`config.mk`:
```
export PLATFORM = sky130hd
export DESIGN_NAME = stopwatch_lap_timer_top
export DESIGN_NICKNAME = d
export VERILOG_FILES = /design/src/sv/slt_pkg.sv /design/src/sv/slt_cell.sv /design/src/sv/stopwatch_lap_timer_top.sv
export SDC_FILE = /design/constraint.sdc
export NUM_CORES = 1
export LEC_CHECK = 0
export BUFFER_PORTS_ARGS = -buffer_cell sky130_fd_sc_hd__buf_2
export CORE_MARGIN = 1
export CORE_UTILIZATION = 30
export CTS_BUF_LIST = sky130_fd_sc_hd__clkbuf_4
export CTS_CLUSTER_DIAMETER = 40
export DETAILED_ROUTE_END_ITERATION = 12
export SETUP_SLACK_MARGIN = 0.1
export SLEW_MARGIN = 20
export SYNTH_ARGS = -nofsm -noshare
export SYNTH_HDL_FRONTEND = slang
export SYNTH_HIERARCHICAL = 1
export SYNTH_SLANG_ARGS = --single-unit
```
`constraint.sdc`:
```
create_clock -name clk -period 5 [get_ports clk]
set_input_delay 1 -clock clk [delete_from_list [all_inputs] [get_ports clk]]
set_output_delay 1 -clock clk [all_outputs]
set_load 0.02 [all_outputs]
```
`src/sv/slt_pkg.sv`:
```
`timescale 1ns / 1ps
// ----------------------------------------------------------------------------
// Stopwatch lap timer package
// Shared constants, button codes, segment table and the per-cell control
// bundle used by the digit chain.
// ----------------------------------------------------------------------------
package slt_pkg;

  // Digit chain: hundredths ones, hundredths tens, seconds ones,
  // seconds tens, minutes ones, minutes tens
  localparam int NUM_DIGITS = 6;
  localparam logic [3:0] DIGIT_MAX [NUM_DIGITS] = '{
    4'd9, 4'd9, 4'd9, 4'd5, 4'd9, 4'd5
  };

  // Button bank codes; only these exact values act
  localparam logic [3:0] BTN_RUN   = 4'd1;
  localparam logic [3:0] BTN_PAUSE = 4'd2;
  localparam logic [3:0] BTN_LAP   = 4'd4;
  localparam logic [3:0] BTN_CLEAR = 4'd8;

  localparam int IN_DATA_W  = 8;
  localparam int OUT_DATA_W = 56;

  // Control bundle broadcast to every digit cell
  typedef struct packed {
    logic step;      // running tick on an accepted beat
    logic clear;     // clear button on an accepted beat
    logic capture;   // lap button on an accepted beat
    logic view_lap;  // view selection latched by the previous beat
  } ctrl_t;

  // Seven-segment code, active high, bit 0 = segment a
  function automatic logic [7:0] seg_code(input logic [3:0] digit);
    logic [7:0] code;
    case (digit)
      4'd0:    code = 8'h3F;
      4'd1:    code = 8'h06;
      4'd2:    code = 8'h5B;
      4'd3:    code = 8'h4F;
      4'd4:    code = 8'h66;
      4'd5:    code = 8'h6D;
      4'd6:    code = 8'h7D;
      4'd7:    code = 8'h07;
      4'd8:    code = 8'h7F;
      4'd9:    code = 8'h67;
      default: code = 8'h00;
    endcase
    return code;
  endfunction

endpackage

```
`src/sv/slt_cell.sv`:
```
`timescale 1ns / 1ps
// ----------------------------------------------------------------------------
// Stopwatch digit cell
// One decimal digit of the running count, its last shown value, its lap copy
// and its display byte. Takes a carry from the lower digit and hands one on.
// ----------------------------------------------------------------------------
module slt_cell
  import slt_pkg::*;
(
  input  logic       clk,
  input  logic       rst,
  input  ctrl_t      ctrl,
  input  logic [3:0] digit_max,
  input  logic       carry_in,
  output logic       carry_out,
  output logic [7:0] seg
);

  logic [3:0] cnt;
  logic [3:0] shown;
  logic [3:0] lap;
  logic [3:0] cnt_inc;
  logic [3:0] shown_next;
  logic       wrap;
  logic       adv;

  // Advance when the lower digits roll over on a running tick
  assign wrap      = (cnt == digit_max);
  assign adv       = ctrl.step & carry_in;
  assign carry_out = carry_in & wrap;
  assign cnt_inc   = adv ? (wrap ? 4'd0 : cnt + 4'd1) : cnt;
  assign shown_next = ctrl.step ? cnt_inc : shown;

  // Hold count, shown time, lap and display byte
  always_ff @(posedge clk) begin
    if (rst) begin
      cnt   <= 4'd0;
      shown <= 4'd0;
      lap   <= 4'd0;
      seg   <= 8'h00;
    end else begin
      shown <= shown_next;
      if (ctrl.clear) begin
        cnt <= 4'd0;
        lap <= 4'd0;
        seg <= seg_code(4'd0);
      end else begin
        cnt <= cnt_inc;
        if (ctrl.capture) begin
          lap <= shown_next;
        end
        if (ctrl.step) begin
          seg <= ctrl.view_lap ? seg_code(lap) : seg_code(cnt_inc);
        end
      end
    end
  end

endmodule

```
`src/sv/stopwatch_lap_timer_top.sv`:
```
`timescale 1ns / 1ps
// ----------------------------------------------------------------------------
// Stopwatch lap timer top level
// Takes one beat per clock while no result is stalled, and returns one beat
// per input beat: the six segment bytes after the beat and the pause state.
// The result is registered and appears in the cycle after the input beat is
// taken; the carry ripples through the chain of six digit cells. A new beat
// is taken while the previous result is being taken on the output side.
// ----------------------------------------------------------------------------
module stopwatch_lap_timer_top
  import slt_pkg::*;
(
  input  logic                  clk,
  input  logic                  rst,
  input  logic                  s_tvalid,
  output logic                  s_tready,
  // [0] tick, [4:1] buttons, [5] lap_switch, [7:6] zero
  input  logic [IN_DATA_W-1:0]  s_tdata,
  output logic                  m_tvalid,
  input  logic                  m_tready,
  // [31:0] digits_low, [47:32] digits_high, [48] is_paused, [55:49] zero
  output logic [OUT_DATA_W-1:0] m_tdata
);

  logic       s_acc;
  logic       tick;
  logic [3:0] buttons;
  logic       lap_switch;
  logic       paused;
  logic       view_lap;
  ctrl_t      ctrl;
  logic       carry [NUM_DIGITS+1];
  logic [7:0] seg   [NUM_DIGITS];

  assign tick       = s_tdata[0];
  assign buttons    = s_tdata[4:1];
  assign lap_switch = s_tdata[5];

  // Take a beat when the output slot is free or being drained
  assign s_tready = ~m_tvalid | m_tready;
  assign s_acc    = s_tvalid & s_tready;

  // Broadcast control to the digit chain
  assign ctrl.step     = s_acc & tick & ~paused;
  assign ctrl.clear    = s_acc & (buttons == BTN_CLEAR);
  assign ctrl.capture  = s_acc & (buttons == BTN_LAP);
  assign ctrl.view_lap = view_lap;

  assign carry[0] = 1'b1;

  // Chain of digit cells, lowest digit first
  for (genvar i = 0; i < NUM_DIGITS; i++) begin : g_cell
    slt_cell u_cell (
      .clk       (clk),
      .rst       (rst),
      .ctrl      (ctrl),
      .digit_max (DIGIT_MAX[i]),
      .carry_in  (carry[i]),
      .carry_out (carry[i+1]),
      .seg       (seg[i])
    );
  end

  // Latch view selection and pause state, track the output slot
  always_ff @(posedge clk) begin
    if (rst) begin
      paused   <= 1'b0;
      view_lap <= 1'b0;
      m_tvalid <= 1'b0;
    end else begin
      if (s_acc) begin
        view_lap <= lap_switch;
        if (buttons == BTN_RUN) begin
          paused <= 1'b0;
        end else if (buttons == BTN_PAUSE) begin
          paused <= 1'b1;
        end
        m_tvalid <= 1'b1;
      end else if (m_tready) begin
        m_tvalid <= 1'b0;
      end
    end
  end

  // Present the display state as the result beat
  assign m_tdata = {7'd0, paused, seg[5], seg[4], seg[3], seg[2], seg[1], seg[0]};

`ifndef SYNTHESIS
  a_stall_blocks_input: assert property (@(posedge clk) disable iff (rst)
    (m_tvalid && !m_tready) |-> !s_tready)
    else $error("input taken while result stalled");

  a_clear_zeroes: assert property (@(posedge clk) disable iff (rst)
    (s_acc && (buttons == BTN_CLEAR)) |=>
      (m_tdata[47:0] == {6{seg_code(4'd0)}}))
    else $error("clear did not show zeros");

  a_pause_flag: assert property (@(posedge clk) disable iff (rst)
    (s_acc && (buttons == BTN_PAUSE)) |=> m_tdata[48])
    else $error("pause not reported");

  a_paused_holds: assert property (@(posedge clk) disable iff (rst)
    (s_acc && paused && (buttons != BTN_CLEAR)) |=> $stable(m_tdata[47:0]))
    else $error("display moved while paused");
`endif

endmodule

```
Word-level counts from Yosys, hierarchy flattened
Memories as Yosys holds them, arrays and structs flattened. A register that Yosys moved wholly into a read port is not among the register bits. Index checks and enable logic that the tools add are counted.

Register bits: 123. Latch bits: 0. RAM bits: 0. ROM bits: 1344. Output and inout bits: 58. Memories: 12.

Add/sub/neg operators: 6. Multipliers: 0. Div/mod/pow operators: 0. Magnitude comparators: 0. Equality and inequality tests: 10. Shift operators: 0. Mux-type cells: 52. Bitwise operators: 17. Reduce and logical (&&, ||, !) cells: 5.

Memory list: (name not given) (depth 16, width 7, rd ports 1, clocked after Yosys merged registers in 1, write ports 0, RTL line slt_pkg.sv:36) `case (digit)`; (name not given) (depth 16, width 7, rd ports 1, clocked after Yosys merged registers in 0, write ports 0, RTL line slt_pkg.sv:36); (name not given) (depth 16, width 7, rd ports 1, clocked after Yosys merged registers in 1, write ports 0, RTL line slt_pkg.sv:36); (name not given) (depth 16, width 7, rd ports 1, clocked after Yosys merged registers in 0, write ports 0, RTL line slt_pkg.sv:36); (name not given) (depth 16, width 7, rd ports 1, clocked after Yosys merged registers in 1, write ports 0, RTL line slt_pkg.sv:36); (name not given) (depth 16, width 7, rd ports 1, clocked after Yosys merged registers in 0, write ports 0, RTL line slt_pkg.sv:36); 6 more memories.

Operators by type and width (count): 4-bit two-way mux (30); 6-bit two-way mux (12); 8-bit two-way mux (6); 4-bit by 1-bit adder with 4-bit output (second input constant) (6); 4-bit == test (second input constant) (5); 1-bit AND (14); 4-bit by 3-bit == test with 1-bit output (second input constant) (3); 2-bit nonzero test (3); 4-bit by 1-bit == test with 1-bit output (second input constant) (1); 4-bit by 2-bit == test with 1-bit output (second input constant) (1); 1-bit two-way mux (4); 1-bit inverter (2); 2-bit AND reduction (1); 2-bit OR reduction (1); 1-bit OR (1).

Longest topological paths before layout
An unclocked memory read counts as a cell.

Depth in word-level cells: 11. Mapped depth: 24.

Cells and area by module
The synthesis kept the hierarchy.

Modules (own cells, without submodules): slt_cell (g_cell[4].u_cell ...) (times used 2, cells an instance 194, area each 1666.6 sq um, sequential area each 520.5 sq um); slt_cell (g_cell[1].u_cell) (times used 1, cells an instance 196, area each 1667.8 sq um, sequential area each 520.5 sq um); slt_cell (g_cell[3].u_cell) (times used 1, cells an instance 190, area each 1649.1 sq um, sequential area each 520.5 sq um); slt_cell (g_cell[2].u_cell) (times used 1, cells an instance 185, area each 1597.8 sq um, sequential area each 520.5 sq um); slt_cell (g_cell[0].u_cell) (times used 1, cells an instance 176, area each 1540.2 sq um, sequential area each 520.5 sq um); stopwatch_lap_timer_top (times used 1, cells an instance 30, area each 246.5 sq um, sequential area each 60.1 sq um).

Worst setup path after synthesis
OpenSTA, ideal clock, no wires.

Path type: input to register. Start point: in s_tvalid. End point: reg (tool-made name). Arrival time: 4.897 ns. Slack: 0.020 ns. Cell stages on the path: 12. Path buffers: 1. Cells stage by stage: inv_2 nor4b_1 buf_2 nand2_1 or2_2 nor2_1 a21oi_1 a21oi_1 a31oi_1 ha_1 or3_1 o221ai_1.

RTL lines: start, declared (RTL line stopwatch_lap_timer_top.sv:15) `input logic s_tvalid,`.

==> results.ini <==
[timing]
max_freq_ghz=0.2268
min_period_ns=4.408
tightest_slew_ns=0.7926
fin_ws_ns=0.5916
hold_violations=0
clock_skew_ns=0.02422
rsz0062_at_grt=false
fin_crit_sh_pct=88.17
setup_tns_ns=0
final_max_slew_viol_count=0
finalSetupViolCount=0
slew_headroom_pct=47.16

[critical_path]
worstSetupEndpointType=flip-flop
critPathLaunchType=flip-flop
critPathArrivalTime_ns=4.92
worst_ep_required_time_ns=5.51
critPathKind=reg -> reg
cp_max_fo=9

[yosys]
syn_area_sq_um=10030
avgSynthCellArea_sq_um=8.615
yosys_warnings=6
syn_inst=1164

[power_and_ir_drop]
pwr-share-clk_pct=32.6
p_leak_nw=4.653
irDropWorstVdd_mv=0.1966
p_per_area_nw_per_um2=228.8
switching_share_pct=29.64
p_int_w=0.001794
seq_power_share_pct=53.1
power_w=0.002549
p_comb_share_pct=14.3
p_sw_w=0.0007555

[placement]
pre_cts_slack_ns=0.4823
post-dp-hpwl_um=17630
port_buffers=54
dp_cells=1651
routabilityCongestion=0.8427

[cts]
tritoncts=built
clock_path_buffers=2
path_clk_slew_ns=0.16
clockRootBuffer=clkbuf_4
cts-htree-levels=4
clock_latency_ns=0.60
postCtsSetupBuffers=0
hold_buffers=0
cts_made_buffers=17
cts_sinks=159

[detailed_routing]
drt-initial-drc-count=571
routedWlPerCell_um=14.74
ant_nets=0
routed_wl_um=24820
vias=8630
via_per_inst=5.125
drc=0
first_pass_iters=5

[floorplan]
io_pins=70
die_w_um=184.8
initial_core_util_pct=30.67
die_h_um=184.8
core_sq_um=32700
fp-row-count=66
die_area_sq_um=34160

[worst_hold_path]
worstHoldPathType=reg -> reg

[global_route]
grt_max_degree=77
grtUsageTotal_pct=14.83
grt_pass1_wl_um=40890
grt_overflow_total=0
antenna_found_initial=1
grt_pass1_vias=8213

[flow_run]
drv_cap=0

[finish]
drive_above_1_share_pct=14.59
fin_cells=1684
area_growth_pct=11.10
nFillCells=3501
finish.utilization_pct=34.07
nets=1312

[run_status]
status=finished clean

-- layout make-up --
type / count / area (sq um) / area share (%)
multi-input combinational: 892 / 6322 / 56.74
sequential: 159 / 3184 / 28.58
tap: 442 / 553.0 / 4.964
timing repair buffer: 76 / 473.0 / 4.245
inverter: 82 / 307.8 / 2.763
clock inverter: 15 / 171.4 / 1.538
clock buffer: 17 / 127.6 / 1.145
antenna: 1 / 2.502 / 0.02246
-- cell usage in the layout (no fill, tap or decap), drive strengths merged, types with 10 or more instances in the layout --
cell type / instances
conb: 44
a311oi: 13
a21oi: 63
or2: 13
nor3: 42
buf: 76
clkbuf: 17
nand2: 82
o211ai: 10
nand2b: 15
dfxtp: 159
and3: 11
and2: 13
o21a: 12
o221ai: 16
a31oi: 23
ha: 72
nor2: 83
a211oi: 21
xnor2: 12
mux2i: 22
xor2: 20
nand3: 29
or3: 14
o22ai: 30
inv: 82
o21ai: 55
nor2b: 13
-- metrics by stage --
stage	hold WS [ns]	area (sq um)
3_5_place_dp	0.4660	10840
4_1_cts	0.4655	11130
5_1_grt	0.5096	11140
3_3_place_gp	0.4590	10840
6_report	0.4647	11140
2_1_floorplan	0.4445	10170
-- final timing paths --
| kind | startpoint | endpoint | slack [ns] | depth (start not counted) |
|---|---|---|---|---|
| worst max-delay path | g_cell[0].u_cell/cnt[1] | g_cell[5].u_cell/seg[4] | 0.59 | 19 |
| worst min-delay path | flip-flop | g_cell[2].u_cell/seg[6] | 0.46 | 2 |
| worst max register to register | g_cell[0].u_cell/cnt[1] | g_cell[5].u_cell/seg[4] | 0.59 | 19 |
| worst min register to register | flip-flop | g_cell[2].u_cell/seg[6] | 0.46 | 2 |
-- repair_timing --
item | CTS | global route
gates resized for setup | 0 | 2
setup endpoints to repair | 0 | 1
hold endpoints to repair | 0 | 0
-- layer usage --
metal | global-route usage, % | wire, um | vias to the layer above | share of wire (%)
li1 | - | - | 4338 | -
met1 | 19.34 | 11900 | 4106 | 48
met2 | 24.60 | 11620 | 161 | 47
met3 | 3.185 | 996 | 25 | 4.0
met4 | 3.934 | 298 | 0 | 1.2
met5 | 0 | 0 | - | 0
-- worst max-delay path, cell delays in order (launching register included) --
cell and delay [ns]:
dfxtp_1 0.40, xor2_1 0.20, or4_4 0.59, nor2_1 0.18, and2_1 0.23, and2_2 0.26, and2_1 0.19, and2_1 0.30
and3_1 0.22, o41ai_2 0.10, a21boi_1 0.16, buf_4 0.18, inv_1 0.10, ha_1 0.18, a21boi_0 0.21, o32a_1 0.17
o22ai_1 0.07, a311oi_1 0.30, nand2_1 0.10, a41oi_1 0.19
-- power by group through the flow --
stage	Combinational, W	Sequential, W	Clock, W
final	0.000366	0.00135	0.000831
after detailed placement	0.000365	0.00138	0
after global placement	0.000361	0.00138	0
after CTS	0.000366	0.00135	0.000865
after global routing	0.000405	0.00136	0.000919
after floorplan	0.000238	0.00141	0
Note: power is estimated with default switching activity, not from simulation.
